--- config.mk ---
export PLATFORM = sky130hd
export DESIGN_NAME = cdd_dist
export DESIGN_NICKNAME = d
export VERILOG_FILES = /design/src/hdl/cdd_pkg.sv /design/src/hdl/cdd_dist.sv
export SDC_FILE = /design/constraint.sdc
export NUM_CORES = 1
export LEC_CHECK = 0
export BUFFER_PORTS_ARGS = -buffer_cell sky130_fd_sc_hd__buf_2
export CAP_MARGIN = 10
export CORE_MARGIN = 5
export CORE_UTILIZATION = 45
export CTS_CLUSTER_SIZE = 30
export DETAILED_ROUTE_END_ITERATION = 10
export GPL_ROUTABILITY_DRIVEN = 1
export SLEW_MARGIN = 15
export SYNTH_ARGS = -nofsm -noshare
export SYNTH_HDL_FRONTEND = slang
export SYNTH_SLANG_ARGS = --single-unit
--- constraint.sdc ---
create_clock -name clk -period 12.7 [get_ports clk]
set_clock_uncertainty 0.2 [all_clocks]
set_input_delay 0.635 -clock clk [delete_from_list [all_inputs] [get_ports clk]]
set_output_delay 0.635 -clock clk [all_outputs]
set_load 0.01 [all_outputs]
--- src/hdl/cdd_pkg.sv ---
// Shared types, constants and sizing functions of the corner dedup table.
package cdd_pkg;

  localparam int TABLE_DEPTH_DEF = 64;
  localparam logic [11:0] MIN_DIST_RESET = 12'd128;

  localparam logic KIND_INSERT = 1'b0;
  localparam logic KIND_FLUSH  = 1'b1;

  typedef struct packed {
    logic        [15:0] x;
    logic        [15:0] y;
    logic        [7:0]  radius;
    logic signed [15:0] dir1_x;
    logic signed [15:0] dir1_y;
    logic signed [15:0] dir2_x;
    logic signed [15:0] dir2_y;
    logic        [15:0] quality;
  } entry_t;

  typedef struct packed {
    logic        valid;
    logic        hit;
    logic [15:0] quality;
    logic        pending;
  } dist_res_t;

  typedef enum logic [1:0] {
    ST_IDLE,
    ST_SCAN,
    ST_FLUSH
  } state_t;

  function automatic int addr_w(input int depth);
    return (depth > 1) ? $clog2(depth) : 1;
  endfunction

  function automatic int cnt_w(input int depth);
    return $clog2(depth + 1);
  endfunction

endpackage

--- src/hdl/cdd_dist.sv ---
// Pipelined squared-distance compare unit, one stored entry per cycle.
module cdd_dist (
  input  logic               clk,
  input  logic               rst,
  input  logic               clear,
  input  logic               issue,
  input  logic [11:0]        dist_limit,
  input  logic [15:0]        new_x,
  input  logic [15:0]        new_y,
  input  cdd_pkg::entry_t    ent,
  output cdd_pkg::dist_res_t res
);

  logic [23:0] thr;
  logic        v0, v1, v2, v3;
  logic [15:0] dx, dy;
  logic [15:0] q1, q2, q3;
  logic [31:0] sx, sy;
  logic        hit;

  always_ff @(posedge clk) begin
    thr <= 24'(dist_limit) * 24'(dist_limit);
  end

  always_ff @(posedge clk) begin
    if (rst || clear) begin
      v0 <= 1'b0;
      v1 <= 1'b0;
      v2 <= 1'b0;
      v3 <= 1'b0;
    end else begin
      v0 <= issue;
      v1 <= v0;
      v2 <= v1;
      v3 <= v2;
    end
  end

  always_ff @(posedge clk) begin
    dx  <= (ent.x > new_x) ? ent.x - new_x : new_x - ent.x;
    dy  <= (ent.y > new_y) ? ent.y - new_y : new_y - ent.y;
    q1  <= ent.quality;
    sx  <= 32'(dx) * 32'(dx);
    sy  <= 32'(dy) * 32'(dy);
    q2  <= q1;
    hit <= (33'(sx) + 33'(sy)) < 33'(thr);
    q3  <= q2;
  end

  always_comb begin
    res.valid   = v3;
    res.hit     = hit;
    res.quality = q3;
    res.pending = v0 | v1 | v2 | v3;
  end

endmodule

==> summary.txt <==
Status
  – Outcome: complete, no violations

Die
  – Standard-cell rows: 89
  – Die W: 254 µm
  – Die area: 64300 µm²
  – Core Area: 58900 µm²
  – I/O pin cnt: 187
  – Initial Utilization: roughly 45%
  – Die Y: roughly 250 µm

Route
  – Via density: 5.07
  – DRT iter0 DRCs: 840
  – DRC errors left: 0
  – DRT Pass-1 Iters: 5
  – WL met1: 24.8 mm
  – WL/cell: 14.5 µm
  – Max layer used: met4
  – Via Count: just under 20000
  – Routed WL: between 50 and 60 mm
  – Number of routed nets with antenna violations: 0
  – Routed met3 length: 1.61 mm
  – Metal2 WL: 28.2 mm

Clock tree
  – Cts repair resizes: 0
  – Clock Sinks: 170
  – Setup bufs post-CTS: 0
  – CTS clk-pin slew, worst paths: 70 ps
  – Clk_lat worst skew: 470 ps
  – Maximum root-to-sink buffer count: 2
  – CTS tree: built
  – CTS Hold Bufs: 0
  – Clock root buffer: clkbuf_16
  – CTS buffer count: 17
  – H-Tree Depth: 4

Timing
  – Slew Limit Fails: 0
  – Final setup violating endpoints: 0
  – Minimum clock period: 7180 ps
  – Hold Fails Final Rpt: 0
  – Fin crit share: a little under three fifths
  – Worst-margin pin slew: 904 ps
  – Max Clock Freq: 139 MHz
  – RSZ-0062 raised after global routing: no
  – Slew headroom: 38.1%
  – Fin Setup TNS: 0 ps

Synthesis
  – FFs w/ async S/R, synth: 0%
  – Post-synth top area cell: fa_1
  – Netlist cell types: 76
  – Post-Synthesis Cells: 2984
  – Syn avg cell area: 8.94 µm²
  – Number of flops mapped to enable cells by yosys: 0
  – Yosys warns: 0
  – Top FF cell, synth: dfxtp_1
  – Synthesized area: 26700 µm²
  – Syn_nets: between 3000 and 4000
  – Post-synthesis sequential area ratio: 12.8%
  – Largest cells by area after synthesis: fa_1 30%, ha_1 17%, dfxtp_1 13%, inv_1 9.9%, nand2_1 3.4%
  – Area fraction of the dominant cell type after synthesis: 30.5%
  – FF+latch count, synth: 170

Critical path
  – Crit path max-delay cell type: dfxtp_1
  – Worst EP required: 12900 ps
  – Max Fanout on Critical Path: 13
  – Crit path top cell by count: fa_1
  – Worst-path cell chain: inv_1, nor2_1, ha_1, xor2_1, fa_1, inv_1, fa_1, fa_1, fa_1, inv_1, fa_1, inv_1, ha_1, and4_1, and2_1, a22o_1, nand2_1, o21a_1, a311oi_1, a31oi_1, mux2_2, o2111ai_1
  – Crit end category: register
  – Largest delay share family, worst path: adder cells
  – CP Class: reg -> reg
  – Crit-path max cell delay: 730 ps
  – Critical Path Start Type: register
  – Worst EP arrival: 7380 ps
  – CP Buf/Inv Count: 4

Place
  – HPWL Detailed: 47.0 mm
  – Quantity of I/O buffers inserted on ports: 114
  – RD Place Congestion: 0.838

Cells and area
  – Area grow syn2layout: 6.95%
  – Util after Layout: around half
  – Ant. Diodes: 0
  – Final net count: 3987
  – Fraction of layout cells with a size suffix above 1: 6.22%

GRT
  – Vias in the first global route: 20900
  – Largest net degree at the start of global routing: 25
  – Gr ovfl total: 0
  – First-pass GRT wire length: 96.5 mm
  – Initial antenna violation count: 0
  – GRT Util Overall: 18.0%

Hold path
  – Hold Crit Class: in -> reg

Flow run
  – Max-cap violations: 0
-- layer usage --
metal | up-vias | GRT usage [%]
li1 | 9468 | -
met1 | 9605 | 23.9
met2 | 250 | 31.6
met3 | 66 | 1.94
met4 | 0 | 4.63
met5 | - | 0
-- logic make-up after synthesis --
| group | after synthesis | share of synthesized area, % |
|---|---|---|
| AO/OA/AOI/OAI | 412 | 10.3 |
| XOR/XNOR | 137 | 4.50 |
| adder cells (fa/ha/maj) | 779 | 47.9 |
| buffers and inverters | 782 | 11.1 |
| flip-flops | 170 | 12.8 |
| multiplexers | 33 | 1.28 |
| AND/OR/NAND/NOR | 671 | 12.2 |
-- synthesized netlist by cell type (14+ instances only) --
cell type	number
and3_1	17
xnor2_1	92
clkbuf_1	62
mux2i_1	23
ha_1	373
inv_1	704
dfxtp_1	170
o21a_1	21
a211oi_1	14
and2_1	123
a21o_1	61
o21ai_0	72
nand3_1	30
nor2_1	135
xor2_1	45
o21bai_1	16
nor3_1	20
a21oi_1	116
a31oi_1	17
nand2_1	243
fa_1	406
nor2b_1	31
-- sequential cells by signal (all words and copies together) (netlist names) --
signal  cells
dx         16
dy         16
hit         1
q1         16
q2         16
q3         16
sx         31
sy         31
thr        23
v0          1
v1          1
v2          1
v3          1
-- per-stage QoR --
stage               std cells  setup slack (ps)  cell area (µm²)  hold WS (ps)
finish                   3826              5520            28500          59.2
global route             3826              5170            28500          20.0
CTS                      3826              5530            28500          2.15
detailed placement       3794              5550            27900           112
global placement         3794              5660            27900           110
floorplan                2984              6240            26700           110
-- cells in the final DEF (no fill, tap or decap), types with 10 or more instances in the layout --
| cell type | netlist | layout |
|---|---|---|
| a21oi_1 | 116 | 116 |
| inv_1 | 704 | 704 |
| a31oi_1 | 17 | 17 |
| a21o_1 | 61 | 61 |
| ha_1 | 373 | 373 |
| o211ai_1 | 11 | 11 |
| buf_2 | 8 | 114 |
| xor2_1 | 45 | 45 |
| o21bai_1 | 16 | 16 |
| or2_2 | 10 | 10 |
| nor3_1 | 20 | 20 |
| fa_1 | 406 | 406 |
| nand3_1 | 30 | 30 |
| a211oi_1 | 14 | 14 |
| nor2b_1 | 31 | 31 |
| nand2b_1 | 13 | 13 |
| o21ai_0 | 72 | 72 |
| mux2i_1 | 23 | 23 |
| o21a_1 | 21 | 21 |
| xnor2_1 | 92 | 92 |
| nor2_1 | 135 | 135 |
| nand2_1 | 243 | 243 |
| clkbuf_16 | 0 | 17 |
| and2_1 | 123 | 123 |
| nand4_1 | 12 | 12 |
| and3_1 | 17 | 17 |
| dfxtp_1 | 170 | 170 |
-- path summary, 6_finish.rpt --
path,start,to,slack (ps),depth (start not counted)
setup / recovery,dx[3],sx[30],5520,22
hold / removal,ent[1],q1[1],60,1
setup reg to reg,dx[3],sx[30],5520,22
hold reg to reg,q2[2],q3[2],130,0
-- cell type report --
| class | count | area [µm²] |
|---|---|---|
| tap | 773 | 967 |
| clock buffer | 18 | 429 |
| sequential | 170 | 3400 |
| multi-input combinational | 2032 | 20300 |
| inverter | 704 | 2640 |
| timing repair buffer | 115 | 578 |
| fill | 5651 | 30400 |
| clock inverter | 14 | 203 |
-- worst register-to-register path: stages (launching register included) --
cell       delay (ps)
dfxtp_1           730
inv_1             300
nor2_1            310
ha_1              310
xor2_1            200
fa_1              540
inv_1              50
fa_1              490
fa_1              520
fa_1              490
inv_1              50
fa_1              470
inv_1              40
ha_1              350
and4_1            270
and2_1            190
a22o_1            190
nand2_1            60
o21a_1            200
a311oi_1          170
a31oi_1           470
mux2_2            400
o2111ai_1          90
Power is not shown: default switching activity piles up to over one toggle a cycle in this logic, so the estimate is an artifact.
