[config.mk]
export PLATFORM = sky130hd
export DESIGN_NAME = cdd_ctrl
export DESIGN_NICKNAME = d
export VERILOG_FILES = /design/src/hdl/cdd_pkg.sv /design/src/hdl/cdd_ctrl.sv
export SDC_FILE = /design/constraint.sdc
export NUM_CORES = 1
export LEC_CHECK = 0
export BUFFER_PORTS_ARGS = -buffer_cell sky130_fd_sc_hd__buf_4
export CAP_MARGIN = 20
export CORE_AREA = 5 5 212 214
export DETAILED_ROUTE_END_ITERATION = 10
export DIE_AREA = 0 0 217 219
export PLACE_DENSITY_LB_ADDON = 0.15
export SLEW_MARGIN = 20
export SYNTH_ARGS = -nofsm -noshare
export SYNTH_HDL_FRONTEND = slang
export SYNTH_SLANG_ARGS = --single-unit
[constraint.sdc]
create_clock -name clk -period 16.15 [get_ports clk]
set_input_delay 3.23 -clock clk [delete_from_list [all_inputs] [get_ports clk]]
set_output_delay 3.23 -clock clk [all_outputs]
set_load 0.1 [all_outputs]
[src/hdl/cdd_pkg.sv]
// Shared types, constants and sizing functions of the corner dedup table.
package cdd_pkg;

  localparam int TABLE_DEPTH_DEF = 64;
  localparam logic [11:0] MIN_DIST_RESET = 12'd128;

  localparam logic KIND_INSERT = 1'b0;
  localparam logic KIND_FLUSH  = 1'b1;

  typedef struct packed {
    logic        [15:0] x;
    logic        [15:0] y;
    logic        [7:0]  radius;
    logic signed [15:0] dir1_x;
    logic signed [15:0] dir1_y;
    logic signed [15:0] dir2_x;
    logic signed [15:0] dir2_y;
    logic        [15:0] quality;
  } entry_t;

  typedef struct packed {
    logic        valid;
    logic        hit;
    logic [15:0] quality;
    logic        pending;
  } dist_res_t;

  typedef enum logic [1:0] {
    ST_IDLE,
    ST_SCAN,
    ST_FLUSH
  } state_t;

  function automatic int addr_w(input int depth);
    return (depth > 1) ? $clog2(depth) : 1;
  endfunction

  function automatic int cnt_w(input int depth);
    return $clog2(depth + 1);
  endfunction

endpackage

[src/hdl/cdd_ctrl.sv]
// Sequencer: scan, replace or append on insert, read-out and clear on flush.
module cdd_ctrl #(
  parameter int TABLE_DEPTH = cdd_pkg::TABLE_DEPTH_DEF
) (
  input  logic                                   clk,
  input  logic                                   rst,
  input  logic                                   start,
  output logic                                   busy,
  input  logic                                   kind,
  input  cdd_pkg::entry_t                        in_ent,
  output logic [15:0]                            new_x,
  output logic [15:0]                            new_y,
  output logic                                   dist_issue,
  output logic                                   dist_clear,
  input  cdd_pkg::dist_res_t                     res,
  output logic                                   rd_en,
  output logic [cdd_pkg::addr_w(TABLE_DEPTH)-1:0] rd_addr,
  input  cdd_pkg::entry_t                        rd_data,
  output logic                                   wr_en,
  output logic [cdd_pkg::addr_w(TABLE_DEPTH)-1:0] wr_addr,
  output cdd_pkg::entry_t                        wr_data,
  output logic                                   strobe,
  output cdd_pkg::entry_t                        out_ent,
  output logic                                   last,
  output logic                                   empty_res,
  output logic                                   overflow
);

  localparam int AW = cdd_pkg::addr_w(TABLE_DEPTH);
  localparam int CW = cdd_pkg::cnt_w(TABLE_DEPTH);
  localparam logic [CW-1:0] FULL = CW'(TABLE_DEPTH);

  cdd_pkg::state_t state, state_next;
  logic [CW-1:0]   count;
  logic            flag;
  logic [CW-1:0]   idx;
  logic [CW-1:0]   ret;
  cdd_pkg::entry_t item;
  logic            fl_v;
  logic            fl_last;
  logic            accept;
  logic            hit_now;
  logic            miss_done;
  logic            flush_done;

  assign busy   = (state != cdd_pkg::ST_IDLE);
  assign accept = start && !busy;
  assign new_x  = item.x;
  assign new_y  = item.y;

  always_comb begin
    hit_now    = (state == cdd_pkg::ST_SCAN) && res.valid && res.hit;
    miss_done  = (state == cdd_pkg::ST_SCAN) && (idx == count) && !res.pending;
    flush_done = (state == cdd_pkg::ST_FLUSH) && (idx == count) && !fl_v;
  end

  always_comb begin
    state_next = state;
    case (state)
      cdd_pkg::ST_IDLE: begin
        if (accept) begin
          if (kind == cdd_pkg::KIND_INSERT) begin
            state_next = cdd_pkg::ST_SCAN;
          end else if (count != '0) begin
            state_next = cdd_pkg::ST_FLUSH;
          end
        end
      end
      cdd_pkg::ST_SCAN: begin
        if (hit_now || miss_done) begin
          state_next = cdd_pkg::ST_IDLE;
        end
      end
      cdd_pkg::ST_FLUSH: begin
        if (flush_done) begin
          state_next = cdd_pkg::ST_IDLE;
        end
      end
      default: state_next = cdd_pkg::ST_IDLE;
    endcase
  end

  always_comb begin
    rd_en      = busy && (idx != count);
    rd_addr    = idx[AW-1:0];
    dist_issue = (state == cdd_pkg::ST_SCAN) && rd_en;
    dist_clear = (state != cdd_pkg::ST_SCAN);
    wr_en      = (hit_now && (item.quality > res.quality)) ||
                 (miss_done && (count != FULL));
    wr_addr    = hit_now ? ret[AW-1:0] : count[AW-1:0];
    wr_data    = item;
  end

  always_ff @(posedge clk) begin
    if (rst) begin
      state  <= cdd_pkg::ST_IDLE;
      count  <= '0;
      flag   <= 1'b0;
      strobe <= 1'b0;
      fl_v   <= 1'b0;
      idx    <= '0;
      ret    <= '0;
    end else begin
      state   <= state_next;
      strobe  <= (accept && (kind == cdd_pkg::KIND_FLUSH) && (count == '0)) || fl_v;
      fl_v    <= (state == cdd_pkg::ST_FLUSH) && rd_en;
      fl_last <= (CW'(idx + 1'b1) == count);
      if (accept) begin
        idx  <= '0;
        ret  <= '0;
        item <= in_ent;
        if ((kind == cdd_pkg::KIND_FLUSH) && (count == '0)) begin
          out_ent   <= '0;
          last      <= 1'b1;
          empty_res <= 1'b1;
          overflow  <= flag;
          flag      <= 1'b0;
        end
      end
      if (rd_en) begin
        idx <= idx + 1'b1;
      end
      if ((state == cdd_pkg::ST_SCAN) && res.valid) begin
        ret <= ret + 1'b1;
      end
      if (miss_done) begin
        if (count == FULL) begin
          flag <= 1'b1;
        end else begin
          count <= count + 1'b1;
        end
      end
      if (fl_v) begin
        out_ent   <= rd_data;
        last      <= fl_last;
        empty_res <= 1'b0;
        overflow  <= flag;
      end
      if (flush_done) begin
        count <= '0;
        flag  <= 1'b0;
      end
    end
  end

endmodule

==> results.toml <==
[status]
outcome = "finished clean"

[logic_synthesis]
yosysSeqAreaShare = 0.752
ys_async_sr_fraction = 0
netlist.area_leader.share = 0.704
synth_top_area_cell = "edfxtp_1"
yosysWarnings = 0
synth_ff_type = "edfxtp_1"
ys_ff_latch = 269
netlist_area_sq_mm = 0.0104
synth_nets = 943
synth.distinct_cells = 51
netlist_instances = 660
synth_edf_count = 244
syn_area_per_cell_sq_um = 15.8
synthTopCellsByArea = "edfxtp_1, and2_1, dfxtp_1"

[timing]
slew_violations = 0
period_minus_slack_ns = 8.34
fin_tns_setup_ns = 0
holdWs_ns = 0.460
worstMarginPinSlew_ns = 0.942
hold_viol = 0
setup_viol = 0
setup_ws_ns = 7.81
fin_worst_skew_ns = 0.00873
slew_headroom = 0.372
max_freq_mhz = 120
fin_crit_sh = 0.516
grt_setup_unrepaired = "false"

[placement]
hpwlAfterDp_microns = 30200
portBuffers = 555
post-place-ws_ns = 7.82
gp_congestion = 0.836
numPlacedInstances = 1708

[critical_path]
rr_endpoint = "out_ent[93]"
cpPeakStageDelay_ns = 0.36
crit_required_ns = 12.92
r2r_cells = 6
crit_type = "in -> out"
critical_path_arrival_ns = 5.11
reg2reg_slack_ns = 12.62
critPathSlowestCell = "a221o_1"
critPathMaxFanout = 2
cp_cell_sequence = "buf_4, inv_1, ha_1, and3_1, a221o_1, a221o_1, nor3_1, o21ai_0, buf_4"
crit_path_end_kind = "output pin"
regToRegStartpoint = "count[2]"
start_kind = "input port"

[clocking]
cts_root_buffer = "clkbuf_16"
clk_pin_slew_ns = 0.05
cts_buffers = 34
ctsResizeCount = 0
htree_levels = 2
clock_latency_ns = 0.52
clock_path_buffers = 3
cts_tree = "built"
ctsHoldBuffers = 0
cts.sinks = 269
cts_setup_buffers = 0

[finish]
final_common_cell = "buf_4"
final_cell_mix = "buf_4, edfxtp_1, and2_1"
drive_above_1_share = 0.513
fin_nets = 1484
areaGrowthSynthToFinish_pct = 54.2
fin_cells = 1770

[floorplan]
initial_utilization = 0.244
die_w_microns = 217
die_area_sq_mm = 0.0475
die-height_microns = 219
io_pins = 556
coreArea_sq_mm = 0.0427
core.rowCount = 76

[routing]
wl_per_cell_microns = 21.9
wirelength_microns = 38700
drc_errors = 0
ant_nets = 0
dr.pass1.iters = 6
vias = 7319
first_iter_violations = 444
viasPerCell = 4.14

[global_routing]
overflow = 0
grt_use_met1 = 0.169
grt_pass1_wl_microns = 53500
antenna_found_initial = 3
top_usage_layer = "met2"
grtUsageTotal = 0.155
grt_use_met2 = 0.274
grt_pass1_vias = 7491
grt_max_degree = 118
met3_usage = 0.0611

[hold_path]
min_to = "overflow"
whs_path_depth = 0
hold_class = "reg -> reg"
min_from = "flag"

[pwr]
p_leak_nw = 6.81
finalPower_mw = 1.82
powerDensity_mw_per_mm2 = 113
max-vdd-ir-drop_uv = 53.0

[flow_run]
maxCapViolCount = 0
==> logic make-up after synthesis <==
group           after synthesis  synth area share
fa+ha+maj                    20            0.0241
xor+xnor                     17            0.0143
buf+inv                      84            0.0443
mux                           9           0.00950
flops                       269             0.752
simple gates                213             0.124
compound gates               48            0.0320
==> layout make-up <==
type	instances	area [sq um]
inverter	27	101
antenna	2	5.00
multi-input combinational	307	2140
clock buffer	46	927
clock inverter	11	80.1
tap	546	683
fill	4194	26700
timing repair buffer	562	4280
sequential	269	7830
==> power breakdown <==
part / total, mW / internal [mW] / switching (mW)
Sequential: 0.794 / 0.784 / 0.00972
Combinational: 0.317 / 0.0798 / 0.238
Clock: 0.706 / 0.417 / 0.289
==> cells in the mapped netlist (all sizes together), types with 2 or more instances <==
cell type and number:
nor4 2, nand2b 3, a21oi 19, o21ai 3, a211oi 6, a221o 3
ha 20, buf 40, dfxtp 25, a31o 2, and2 123, nor2b 2
mux2 7, mux2i 2, or3 3, nor3 5, nand3 15, a31oi 2
a2111oi 2, nand2 9, inv 27, xnor2 3, edfxtp 244, clkbuf 17
o2111ai 2, and3 6, or2 2, a21o 4, nand4 9, nor3b 2
xor2 14, nor2 26
==> worst max-delay path: cells and delay by family <==
| kind | cells | cell delay, ns |
|---|---|---|
| AOI/OAI and AO/OA | 3 | 0.85 |
| buffers and inverters | 3 | 0.35 |
| and+or+nand+nor | 2 | 0.38 |
| adders and majority gates | 1 | 0.29 |
==> sequential cells by signal, indices dropped and copies added (netlist names), 2 cells and up <==
name and flops:
new_x 16, count 7, idx 7, new_y 16, wr_data 88, ret 6, state 2, out_ent 120
==> metal layers <==
metal | vias to the layer above | wire (microns)
li1 | 3448 | -
met1 | 3479 | 13800
met2 | 344 | 20100
met3 | 46 | 3960
met4 | 2 | 876
met5 | - | 8
==> metrics by stage <==
stage                util  area [sq um]
CTS                 0.374         16000
detailed placement  0.350         14900
floorplan               -         10400
global placement    0.350         14900
finish              0.376         16000
global route        0.376         16000
==> how the worst max path moves through the flow <==
stage | from | to | depth (start not counted)
floorplan | rst | empty_res | 3
global placement | res[4] | wr_en | 9
detailed placement | res[4] | wr_en | 9
CTS | res[4] | wr_en | 9
global route | res[15] | wr_en | 9
finish | res[4] | wr_en | 9
(Power assumes the default switching activity.)
